--- src/rtl/lslc_pkg.sv ---
`default_nettype none
package lslc_pkg;

  localparam int CNT_W       = 16;
  localparam int LUX_W       = 21;
  localparam int BASE_W      = 15;
  localparam int SCALE_W     = 19;
  localparam int CH_SHIFT    = 10;
  localparam int CH_W        = CNT_W + SCALE_W - CH_SHIFT;
  localparam int RATIO_SHIFT = 9;
  localparam int NUM_W       = CH_W + RATIO_SHIFT + 1;
  localparam int LIM_W       = 11;
  localparam int TH_W        = CH_W + LIM_W;
  localparam int NUM_LIM     = 7;
  localparam int SEG_W       = 3;
  localparam int COEF_W      = 10;
  localparam int PROD_W      = CH_W + COEF_W;
  localparam int LUX_SHIFT   = 14;

  localparam int Q_DEPTH = 8;
  localparam int Q_PTR_W = $clog2(Q_DEPTH);
  localparam int Q_CNT_W = $clog2(Q_DEPTH + 1);

  localparam int ADDR_W = 3;
  localparam int DATA_W = 32;

  localparam logic REG_GAIN  = 1'b0;
  localparam logic REG_INTEG = 1'b1;

  localparam logic [1:0] INTEG_13MS  = 2'd0;
  localparam logic [1:0] INTEG_101MS = 2'd1;

  localparam logic [BASE_W-1:0] SCALE_T0    = 15'h7517;
  localparam logic [BASE_W-1:0] SCALE_T1    = 15'h0fe7;
  localparam logic [BASE_W-1:0] SCALE_UNITY = 15'h0400;

  localparam logic [SEG_W-1:0] SEG_FIRST = 3'd0;
  localparam logic [SEG_W-1:0] SEG_LAST  = 3'd7;

  typedef struct packed {
    logic [CH_W-1:0]  c0;
    logic [CH_W-1:0]  c1;
    logic [SEG_W-1:0] seg;
  } item_t;

  // 2*limit+1: rounded ratio <= limit exactly when (c1 << 10) < (2*limit+1)*c0
  function automatic logic [LIM_W-1:0] th_coef(input logic [SEG_W-1:0] k);
    logic [LIM_W-1:0] r;
    case (k)
      3'd0:    r = 11'd129;
      3'd1:    r = 11'd257;
      3'd2:    r = 11'd385;
      3'd3:    r = 11'd513;
      3'd4:    r = 11'd625;
      3'd5:    r = 11'd821;
      3'd6:    r = 11'd1333;
      default: r = 11'd0;
    endcase
    return r;
  endfunction

  function automatic logic [COEF_W-1:0] seg_b(input logic [SEG_W-1:0] s);
    logic [COEF_W-1:0] r;
    case (s)
      3'd0:    r = 10'h1f2;
      3'd1:    r = 10'h214;
      3'd2:    r = 10'h23f;
      3'd3:    r = 10'h270;
      3'd4:    r = 10'h16f;
      3'd5:    r = 10'h0d2;
      3'd6:    r = 10'h018;
      default: r = 10'h000;
    endcase
    return r;
  endfunction

  function automatic logic [COEF_W-1:0] seg_m(input logic [SEG_W-1:0] s);
    logic [COEF_W-1:0] r;
    case (s)
      3'd0:    r = 10'h1be;
      3'd1:    r = 10'h2d1;
      3'd2:    r = 10'h37b;
      3'd3:    r = 10'h3fe;
      3'd4:    r = 10'h1fc;
      3'd5:    r = 10'h0fb;
      3'd6:    r = 10'h012;
      default: r = 10'h000;
    endcase
    return r;
  endfunction

endpackage
`default_nettype wire

--- src/rtl/lslc_front.sv ---
`default_nettype none
module lslc_front
  import lslc_pkg::*;
(
  input  wire logic              clk_i,
  input  wire logic              rst_ni,
  input  wire logic              accept_i,
  input  wire logic [CNT_W-1:0]  broadband_count_i,
  input  wire logic [CNT_W-1:0]  infrared_count_i,
  input  wire logic              gain_high_i,
  input  wire logic [1:0]        integration_code_i,
  output logic                   push_o,
  output item_t                  item_o
);

  logic [BASE_W-1:0]          base;
  logic [SCALE_W-1:0]         scale;
  logic [CNT_W+SCALE_W-1:0]   p0, p1;

  logic                       s1_v_q;
  logic [CH_W-1:0]            s1_c0_q, s1_c1_q;

  logic                       s2_v_q;
  logic [CH_W-1:0]            s2_c0_q, s2_c1_q;
  logic [NUM_W-1:0]           s2_num_q;
  logic [TH_W-1:0]            s2_th_q [NUM_LIM];

  logic [NUM_LIM-1:0]         below;
  logic [SEG_W-1:0]           seg;

  always_comb begin
    case (integration_code_i)
      INTEG_13MS:  base = SCALE_T0;
      INTEG_101MS: base = SCALE_T1;
      default:     base = SCALE_UNITY;
    endcase
    scale = gain_high_i ? SCALE_W'(base) : {base, 4'b0000};
    p0 = (CNT_W+SCALE_W)'(broadband_count_i) * (CNT_W+SCALE_W)'(scale);
    p1 = (CNT_W+SCALE_W)'(infrared_count_i) * (CNT_W+SCALE_W)'(scale);
  end

  // scale stage
  always_ff @(posedge clk_i or negedge rst_ni) begin
    if (!rst_ni) begin
      s1_v_q <= 1'b0;
    end else begin
      s1_v_q <= accept_i;
    end
  end

  always_ff @(posedge clk_i) begin
    if (accept_i) begin
      s1_c0_q <= p0[CNT_W+SCALE_W-1:CH_SHIFT];
      s1_c1_q <= p1[CNT_W+SCALE_W-1:CH_SHIFT];
    end
  end

  // breakpoint products
  always_ff @(posedge clk_i or negedge rst_ni) begin
    if (!rst_ni) begin
      s2_v_q <= 1'b0;
    end else begin
      s2_v_q <= s1_v_q;
    end
  end

  always_ff @(posedge clk_i) begin
    if (s1_v_q) begin
      s2_c0_q  <= s1_c0_q;
      s2_c1_q  <= s1_c1_q;
      s2_num_q <= {s1_c1_q, {(RATIO_SHIFT+1){1'b0}}};
      for (int k = 0; k < NUM_LIM; k++) begin
        s2_th_q[k] <= TH_W'(s1_c0_q) * TH_W'(th_coef(SEG_W'(k)));
      end
    end
  end

  // pick the first segment whose breakpoint is not exceeded; zero c0 forces the first segment
  always_comb begin
    for (int k = 0; k < NUM_LIM; k++) begin
      below[k] = TH_W'(s2_num_q) < s2_th_q[k];
    end
    seg = SEG_LAST;
    for (int k = NUM_LIM - 1; k >= 0; k--) begin
      if (below[k]) seg = SEG_W'(k);
    end
    if (s2_c0_q == '0) seg = SEG_FIRST;
  end

  assign push_o      = s2_v_q;
  assign item_o.c0   = s2_c0_q;
  assign item_o.c1   = s2_c1_q;
  assign item_o.seg  = seg;

endmodule
`default_nettype wire

--- src/rtl/lslc_queue.sv ---
`default_nettype none
module lslc_queue
  import lslc_pkg::*;
(
  input  wire logic   clk_i,
  input  wire logic   rst_ni,
  input  wire logic   accept_i,
  output logic        full_o,
  input  wire logic   push_i,
  input  wire item_t  item_i,
  output logic        avail_o,
  output item_t       item_o,
  input  wire logic   pop_i
);

  item_t                mem_q [Q_DEPTH];
  logic [Q_PTR_W-1:0]   wr_ptr_q, rd_ptr_q;
  logic [Q_CNT_W-1:0]   cnt_q;
  logic [Q_CNT_W-1:0]   credit_q, credit_d;

  // credits cover words still in the front plus words held here
  always_comb begin
    credit_d = credit_q;
    if (accept_i && !pop_i) credit_d = credit_q + Q_CNT_W'(1);
    if (!accept_i && pop_i) credit_d = credit_q - Q_CNT_W'(1);
  end

  always_ff @(posedge clk_i or negedge rst_ni) begin
    if (!rst_ni) begin
      credit_q <= '0;
      wr_ptr_q <= '0;
      rd_ptr_q <= '0;
      cnt_q    <= '0;
    end else begin
      credit_q <= credit_d;
      if (push_i) wr_ptr_q <= wr_ptr_q + Q_PTR_W'(1);
      if (pop_i)  rd_ptr_q <= rd_ptr_q + Q_PTR_W'(1);
      if (push_i && !pop_i) cnt_q <= cnt_q + Q_CNT_W'(1);
      if (!push_i && pop_i) cnt_q <= cnt_q - Q_CNT_W'(1);
    end
  end

  always_ff @(posedge clk_i) begin
    if (push_i) mem_q[wr_ptr_q] <= item_i;
  end

  assign full_o  = (credit_q == Q_CNT_W'(Q_DEPTH));
  assign avail_o = (cnt_q != '0);
  assign item_o  = mem_q[rd_ptr_q];

endmodule
`default_nettype wire

--- src/rtl/lslc_back.sv ---
`default_nettype none
module lslc_back
  import lslc_pkg::*;
(
  input  wire logic              clk_i,
  input  wire logic              rst_ni,
  input  wire logic              avail_i,
  input  wire item_t             item_i,
  output logic                   pop_o,
  output logic                   out_valid_o,
  input  wire logic              out_stall_i,
  output logic [LUX_W-1:0]       lux_o
);

  logic                 b1_v_q;
  logic [PROD_W-1:0]    pos_q, neg_q;
  logic                 b2_v_q;
  logic [LUX_W-1:0]     lux_q;

  logic                 b2_load, b1_load;
  logic [PROD_W:0]      rounded;

  assign b2_load = b1_v_q && (!b2_v_q || !out_stall_i);
  assign b1_load = avail_i && (!b1_v_q || b2_load);
  assign pop_o   = b1_load;

  // clamp at zero, then round to whole lux
  assign rounded = (pos_q > neg_q)
                 ? (PROD_W+1)'(pos_q - neg_q) + (PROD_W+1)'(1 << (LUX_SHIFT - 1))
                 : '0;

  always_ff @(posedge clk_i or negedge rst_ni) begin
    if (!rst_ni) begin
      b1_v_q <= 1'b0;
      b2_v_q <= 1'b0;
    end else begin
      if (b1_load)      b1_v_q <= 1'b1;
      else if (b2_load) b1_v_q <= 1'b0;
      if (b2_load)           b2_v_q <= 1'b1;
      else if (!out_stall_i) b2_v_q <= 1'b0;
    end
  end

  always_ff @(posedge clk_i) begin
    if (b1_load) begin
      pos_q <= PROD_W'(item_i.c0) * PROD_W'(seg_b(item_i.seg));
      neg_q <= PROD_W'(item_i.c1) * PROD_W'(seg_m(item_i.seg));
    end
    if (b2_load) lux_q <= rounded[LUX_SHIFT+LUX_W-1:LUX_SHIFT];
  end

  assign out_valid_o = b2_v_q;
  assign lux_o       = lux_q;

endmodule
`default_nettype wire

--- src/rtl/light_sensor_lux_calc_top.sv ---
// Datapath: scale stage, breakpoint stage, queue, product register and output register.
// Throughput: one word per cycle while neither side stalls; the front takes a word each
// cycle while it holds credit for an 8-entry queue, and the back drains one word per cycle
// into the output register while out_stall_i is low.
// Reset: rst_ni clears all valid flags, pointers and credits asynchronously and loads
// gain_high = 1 and integration_code = 2; payload registers are not reset.
`default_nettype none
module light_sensor_lux_calc_top
  import lslc_pkg::*;
(
  input  wire logic               clk_i,
  input  wire logic               rst_ni,
  // register port
  input  wire logic               psel,
  input  wire logic               penable,
  input  wire logic               pwrite,
  input  wire logic [ADDR_W-1:0]  paddr,
  input  wire logic [DATA_W-1:0]  pwdata,
  output logic      [DATA_W-1:0]  prdata,
  output logic                    pready,
  // input word
  input  wire logic               in_valid_i,
  output logic                    in_stall_o,
  input  wire logic [CNT_W-1:0]   broadband_count_i,
  input  wire logic [CNT_W-1:0]   infrared_count_i,
  // result word
  output logic                    out_valid_o,
  input  wire logic               out_stall_i,
  output logic [LUX_W-1:0]        lux_o
);

  logic        gain_high_q;
  logic [1:0]  integration_code_q;
  logic        cfg_wr;
  logic        in_accept;

  logic        push;
  item_t       push_item;
  logic        avail;
  item_t       head_item;
  logic        pop;

  // Register file: word index lives in paddr[2]; pready is always high.
  assign pready = 1'b1;
  assign cfg_wr = psel && penable && pwrite;

  always_ff @(posedge clk_i or negedge rst_ni) begin
    if (!rst_ni) begin
      gain_high_q        <= 1'b1;
      integration_code_q <= 2'd2;
    end else if (cfg_wr) begin
      case (paddr[2])
        REG_GAIN:  gain_high_q        <= pwdata[0];
        REG_INTEG: integration_code_q <= pwdata[1:0];
        default:   gain_high_q        <= gain_high_q;
      endcase
    end
  end

  always_comb begin
    case (paddr[2])
      REG_GAIN:  prdata = DATA_W'(gain_high_q);
      REG_INTEG: prdata = DATA_W'(integration_code_q);
      default:   prdata = '0;
    endcase
  end

  // Accept a word only while the queue still has a credit for it.
  assign in_accept = in_valid_i && !in_stall_o;

  // Front: scale both channels and pick the linear segment.
  lslc_front u_front (
    .clk_i              (clk_i),
    .rst_ni             (rst_ni),
    .accept_i           (in_accept),
    .broadband_count_i  (broadband_count_i),
    .infrared_count_i   (infrared_count_i),
    .gain_high_i        (gain_high_q),
    .integration_code_i (integration_code_q),
    .push_o             (push),
    .item_o             (push_item)
  );

  // Queue: decouple the front from output back-pressure.
  lslc_queue u_queue (
    .clk_i    (clk_i),
    .rst_ni   (rst_ni),
    .accept_i (in_accept),
    .full_o   (in_stall_o),
    .push_i   (push),
    .item_i   (push_item),
    .avail_o  (avail),
    .item_o   (head_item),
    .pop_i    (pop)
  );

  // Back: weight the channels, clamp, round and hold the result word.
  lslc_back u_back (
    .clk_i       (clk_i),
    .rst_ni      (rst_ni),
    .avail_i     (avail),
    .item_i      (head_item),
    .pop_o       (pop),
    .out_valid_o (out_valid_o),
    .out_stall_i (out_stall_i),
    .lux_o       (lux_o)
  );

endmodule
`default_nettype wire

--- config.mk ---
export PLATFORM = sky130hd
export DESIGN_NAME = light_sensor_lux_calc_top
export DESIGN_NICKNAME = d
export VERILOG_FILES = /design/src/rtl/lslc_pkg.sv /design/src/rtl/lslc_front.sv /design/src/rtl/lslc_queue.sv /design/src/rtl/lslc_back.sv /design/src/rtl/light_sensor_lux_calc_top.sv
export SDC_FILE = /design/constraint.sdc
export NUM_CORES = 2
export LEC_CHECK = 0
export ABC_AREA = 1
export CAP_MARGIN = 20
export CORE_ASPECT_RATIO = 1.25
export CORE_MARGIN = 2
export CORE_UTILIZATION = 40
export CTS_BUF_LIST = sky130_fd_sc_hd__clkbuf_16
export CTS_CLUSTER_DIAMETER = 40
export DETAILED_ROUTE_END_ITERATION = 10
export DONT_BUFFER_PORTS = 1
export PLACE_DENSITY = 0.53
export SLEW_MARGIN = 5
export SYNTH_ARGS = -nofsm -noshare
export SYNTH_HDL_FRONTEND = slang
export SYNTH_SLANG_ARGS = --single-unit
--- constraint.sdc ---
create_clock -name clk_i -period 8.22 [get_ports clk_i]
set_input_delay 1.644 -clock clk_i [delete_from_list [all_inputs] [get_ports clk_i]]
set_output_delay 1.644 -clock clk_i [all_outputs]
set_load 0.1 [all_outputs]
After elaboration in Yosys (flattened, before gate mapping). Memory sizes are Yosys's and may differ from the RTL's. Cells that the tools add are included.

Bits in registers: 212. RAM bits: 676. Input port bits: 74. Output and inout port bits: 56. Word-level logic and storage cells: 117. Memories: 2.

Memory list: u_queue.mem_q (words 8, bits a word 53, read ports 1, clocked after memory_dff 0, wr ports 1, line lslc_queue.sv:16) `item_t mem_q [Q_DEPTH];`; u_front.s2_th_q (words 7, bits a word 36, read ports 7, clocked after memory_dff 0, wr ports 7, line lslc_front.sv:26) `logic [TH_W-1:0] s2_th_q [NUM_LIM];`.

$add $sub $neg: 8. $mul: 11. Magnitude comparators: 8. Equality and inequality tests: 9. Mux-type cells: 34. Bitwise gates (word level): 1. Reductions and logical operators: 27.

Operator list (number): 35-bit by 36-bit < comparator with 1-bit output (7); 25-bit by 11-bit multiplier with 36-bit output (7); 10-bit one-hot mux with 7 select lines (2); 11-bit two-way mux (7); 16-bit by 19-bit multiplier with 35-bit output (2); 25-bit by 10-bit multiplier with 35-bit output (2); 32-bit one-hot mux with 2 select lines (1); 35-bit by 14-bit adder with 35-bit output, second input constant (1); 35-bit > comparator (1); 35-bit subtractor (1); 15-bit one-hot mux with 2 select lines (1); 25-bit logical NOT (1); 10-bit two-way mux (2); 19-bit two-way mux (1); 4-bit two-way mux (4); 3-bit two-way mux (5); 3-bit == test, second input constant (3); 1-bit logical AND (9); 1-bit two-way mux (9); 4-bit by 1-bit adder with 4-bit output, second input constant (2); 4-bit by 1-bit subtractor with 4-bit output, second input constant (2); 1-bit logical NOT (7); 3-bit by 1-bit adder with 3-bit output, second input constant (2); 3-bit by 2-bit == test with 1-bit output, second input constant (2); 12 further kinds (17).

Depth between registers and ports, before layout. An unclocked memory read counts as a cell.

Word-level depth: 10. Depth in mapped cells: 35. Gate-level depth less buffers: 33.

Cells and area by module. From an unflattened synthesis, not the netlist that was laid out.

Cells, all modules: 10053. Area, all modules: 91989.5 um^2.

Modules (own cells, without submodules): lslc_front (times used 1, cells an instance 5907, area an instance 52355.2 um^2, sequential area each 9028.7 um^2); lslc_back (times used 1, cells an instance 2780, area an instance 21928.5 um^2, sequential area each 2782.7 um^2); lslc_queue (times used 1, cells an instance 1308, area an instance 17286.6 um^2, sequential area each 13082.5 um^2); light_sensor_lux_calc_top (times used 1, cells an instance 58, area an instance 419.2 um^2, sequential area each 77.6 um^2).

Worst setup path after synthesis. No wires, ideal clock.

Kind: flip-flop to flip-flop. From: register u_queue.credit_q[0]. To: register u_queue.credit_q[3]. Setup time: 0.121 ns. Arrival time: 7.231 ns. Setup slack: 0.868 ns. Stages on the path, launching flop included: 13. Buffers on the path: 0. Period minus slack after synthesis: 7.352 ns. Cells stage by stage: dfrtp_1 nor4_1 nor2_1 inv_1 ha_1 ha_1 nand2_1 nor2_1 a211oi_1 nor2_1 nor2_1 nand2_1 xor2_1.

Word-level cells in the longest chain between the ends: 6.

RTL lines: start: declaration (line lslc_queue.sv:19) `logic [Q_CNT_W-1:0] credit_q, credit_d;`; start signal: assignment (line lslc_queue.sv:35) `credit_q <= credit_d;`; 4-bit == test * (line lslc_queue.sv:47) `assign full_o = (credit_q == Q_CNT_W'(Q_DEPTH));`; named net in_stall_o (line light_sensor_lux_calc_top.sv:23) `output logic in_stall_o,`; 1-bit logical NOT * (line light_sensor_lux_calc_top.sv:69) `assign in_accept = in_valid_i && !in_stall_o;`; 1-bit logical AND * (line light_sensor_lux_calc_top.sv:69); named net in_accept (line light_sensor_lux_calc_top.sv:35) `logic in_accept;`; 1-bit logical NOT (line lslc_queue.sv:25) `if (!accept_i && pop_i) credit_d = credit_q - Q_CNT_W'(1);`; 1-bit logical AND (line lslc_queue.sv:25); 4-bit two-way mux or 2-bit nonzero test (tied branches).

The timed path passes the listed nets; every way through them passes the cells marked *. The select of a mux whose other input is x is not followed. A chain may end at the register's enable or synchronous reset.

Worst setup path after layout.
From: register integration_code_q[0]. To: register u_front.s1_c0_q[24] (data pin).

Word-level cells in the longest chain between the ends: 4.

RTL lines: start: declaration (line light_sensor_lux_calc_top.sv:33) `logic [1:0] integration_code_q;`; start signal: assignment (line light_sensor_lux_calc_top.sv:54) `REG_INTEG: integration_code_q <= pwdata[1:0];`; 2-bit by 1-bit == test with 1-bit output or 2-bit logical NOT (tied branches) (line lslc_front.sv:32) `case (integration_code_i)`; 15-bit one-hot mux with 2 select lines * (line lslc_front.sv:32); 19-bit two-way mux * (line lslc_front.sv:37) `scale = gain_high_i ? SCALE_W'(base) : {base, 4'b0000};`; 16-bit by 19-bit multiplier with 35-bit output * (line lslc_front.sv:38) `p0 = (CNT_W+SCALE_W)'(broadband_count_i) * (CNT_W+SCALE_W)'(scale);`; named net u_front.p0[34] (line lslc_front.sv:18) `logic [CNT_W+SCALE_W-1:0] p0, p1;`; end signal: assignment (line lslc_front.sv:53) `s1_c0_q <= p0[CNT_W+SCALE_W-1:CH_SHIFT];`; end: declaration (line lslc_front.sv:21) `logic [CH_W-1:0] s1_c0_q, s1_c1_q;`.

The timed path passes the listed nets; every way through them passes the cells marked *.

==> impl_metrics.toml <==
[min_path]
min_path_type = "reg -> reg"

[timing]
clock_skew_ns = 0.0588
slew_viol_final = 0
post-route-min-period_ns = 7.43
final_hold_viol_count = 0
fin_crit_sh_pct = 90.4
slew_headroom_pct = 20.0
rsz0062_at_grt = "false"
setup_viol = 0
tightest_slew_ns = 1.20
fmax_mhz = 135
fin_tns_setup_ns = 0

[placed_design]
dp_hpwl_um = 212000
dp_cells = 12800
port_buffers = 0
gp_congestion = 0.973

[synthesis]
ys_ff_latch = 835
synth-async-reset-ratio_pct = 2.51
yosysSeqAreaShare_pct = 27.4
yosys.area.top_type = "edfxtp_1"
synthTopCellsByArea = "edfxtp_1, fa_1, ha_1"
synth_edf_count = 814
synth_top_area_share_pct = 26.8
synth_flop_cell = "edfxtp_1"
ys_warn_count = 0
syn_avg_cell_area_um2 = 9.24
synth_cell_type_count = 55
synthCells = 9875
synth_area_mm2 = 0.0912

[floorplan]
die_y_um = 538
ios = 130
core_mm2 = 0.227
initial_utilization_pct = 40.1
die-area_mm2 = 0.232
num_rows = 196
dieWidth_um = 431

[drt]
drc = 0
route.antenna.remaining_nets = 0
wl_per_cell_um = 20.3
drt_pre_antenna_iters = 6
vias = 66700
drt-initial-drc-count = 4199
vias_per_cell = 5.11
wl_um = 264000

[global_route]
grt_util_all_layers_pct = 23.1
grt_max_degree = 164
grt_overflow = 0
grt_pass1_wl_um = 408000
grt_pass1_vias = 71600
antenna_found_initial = 7

[cts]
clk_pin_slew_ns = 0.06
cts_resized = 0
post_cts_buffers = 0
cts_tree = "done"
postCtsHoldBufs = 0
cts_made_buffers = 118
htree_levels = 3
clock_sinks = 835
clk_latency_ns = 0.78
cts_root_buf = "clkbuf_16"
cts_buffer_depth = 3

[job]
cap_violations = 0

[final_layout]
ff_latch_area_mm2 = 0.0250
fill_cells = 22300
drive_above_1_share_pct = 3.97
area_growth_pct = 9.06
final_cell_mix = "inv_1, nand2_1, ha_1"
stdcell_count = 13100
nets = 12300
multi_input_area_mm2 = 0.0577
mostFrequentLayoutCell = "inv_1"

[run_status]
status = "finished, final reports clean"

[worst_setup_path]
critPathLaunchType = "register"
criticalPathCategory = "reg -> reg"
required_ns = 8.70
r2r_slack_ns = 0.79
cp-end-kind = "register"
critPathArrivalTime_ns = 7.92
cp_max_fo = 23
## cells in the mapped netlist, drive strengths merged, types with 2 or more instances
library cell	count
o21a	29
o21bai	41
ha	1170
nand2	1772
o31a	2
xnor2	83
a21oi	606
o211ai	22
and3	9
or2	7
o21ai	263
nor3	62
buf	83
dfstp	2
conb	2
o22ai	8
dfrtp	19
nand3	204
nand4	68
edfxtp	814
a31oi	26
clkbuf	94
nor3b	3
inv	2099
xor2	182
a21o	45
a21boi	9
clkinv	11
and2	4
fa	1067
o2111ai	2
nor2	921
nand3b	8
a221oi	3
o221ai	7
a211oi	11
o31ai	2
a32o	97
nor4	15
## cells by family after synthesis
logic type	synth area share, %
flops	27.4
simple gates	13.5
buf+inv	9.60
other cells	0.00823
compound gates	7.56
fa+ha+maj	39.5
xor+xnor	2.54
## layout make-up
class / instances / share of cell area, %
Inverter: 2110 / 7.97
Tap cell: 2970 / 3.73
Timing Repair Buffer: 130 / 1.09
Clock inverter: 106 / 1.11
Clock buffer: 119 / 2.99
Sequential cell: 835 / 25.1
Antenna cell: 2 / 0.00503
Multi-Input combinational cell: 6782 / 58.0
## worst max-delay path, stage by stage (launching register included)
cell      delay, ns
dfrtp_1        0.37
buf_4          0.26
inv_1          0.09
nor2_1         0.05
nor2_1         0.13
buf_4          0.24
clkinv_1       0.80
nand2_1        0.40
nor2_1         0.11
fa_1           0.55
inv_1          0.06
fa_1           0.49
fa_1           0.57
fa_1           0.44
fa_1           0.51
inv_1          0.05
fa_1           0.38
ha_1           0.42
a21oi_1        0.17
inv_1          0.10
a31oi_1        0.36
o21a_1         0.20
nor2_1         0.05
nor3_1         0.19
nand2_1        0.08
nand2_1        0.06
nand2_1        0.04
## flip-flops by register name, summed over array words and instances (netlist names), 4 cells and up
signal,cells
u_back.lux_o,21
u_back.pos_q,35
u_back.neg_q,35
u_front.s1_c1_q,25
u_front.s2_th_q,199
u_queue.mem_q,424
u_front.s2_c1_q,25
u_queue.cnt_q,4
u_queue.credit_q,4
u_front.s1_c0_q,25
u_front.s2_c0_q,25
## worst paths after layout
kind / from / end / cells past startpoint
min: u_front.s1_c1_q[24] / u_front.s2_c1_q[24] / 0
min reg2reg: u_front.s1_c1_q[24] / u_front.s2_c1_q[24] / 0
max reg2reg: integration_code_q[0] / u_front.s1_c0_q[24] / 26
min in group asynchronous: rst_ni / integration_code_q[0] / 0
max: integration_code_q[0] / u_front.s1_c0_q[24] / 26
max in group asynchronous: rst_ni / integration_code_q[1] / 0
## metal layers
layer / up-vias / wire length, µm / GRT usage [%]
met5: - / 0 / 0
met4: 0 / 14600 / 11.3
met3: 551 / 9600 / 2.38
met2: 1426 / 140000 / 44.1
met1: 33000 / 99800 / 25.3
li1: 31700 / - / -
## stage by stage
| step | instance area (µm²) | setup slack [ns] | hold slack [ns] | util [%] |
|---|---|---|---|---|
| CTS | 99500 | 0.686 | 0.413 | 43.8 |
| global route | 99500 | 0.316 | 0.422 | 43.8 |
| finish | 99500 | 0.787 | 0.415 | 43.8 |
| detailed placement | 95400 | 0.694 | 0.405 | 42.0 |
| global placement | 95400 | 0.749 | 0.402 | 41.9 |
| floorplan | 91300 | 0.868 | 0.400 | - |
Power is not shown: default switching activity piles up to over one toggle a cycle in this logic, so the estimate is an artifact.
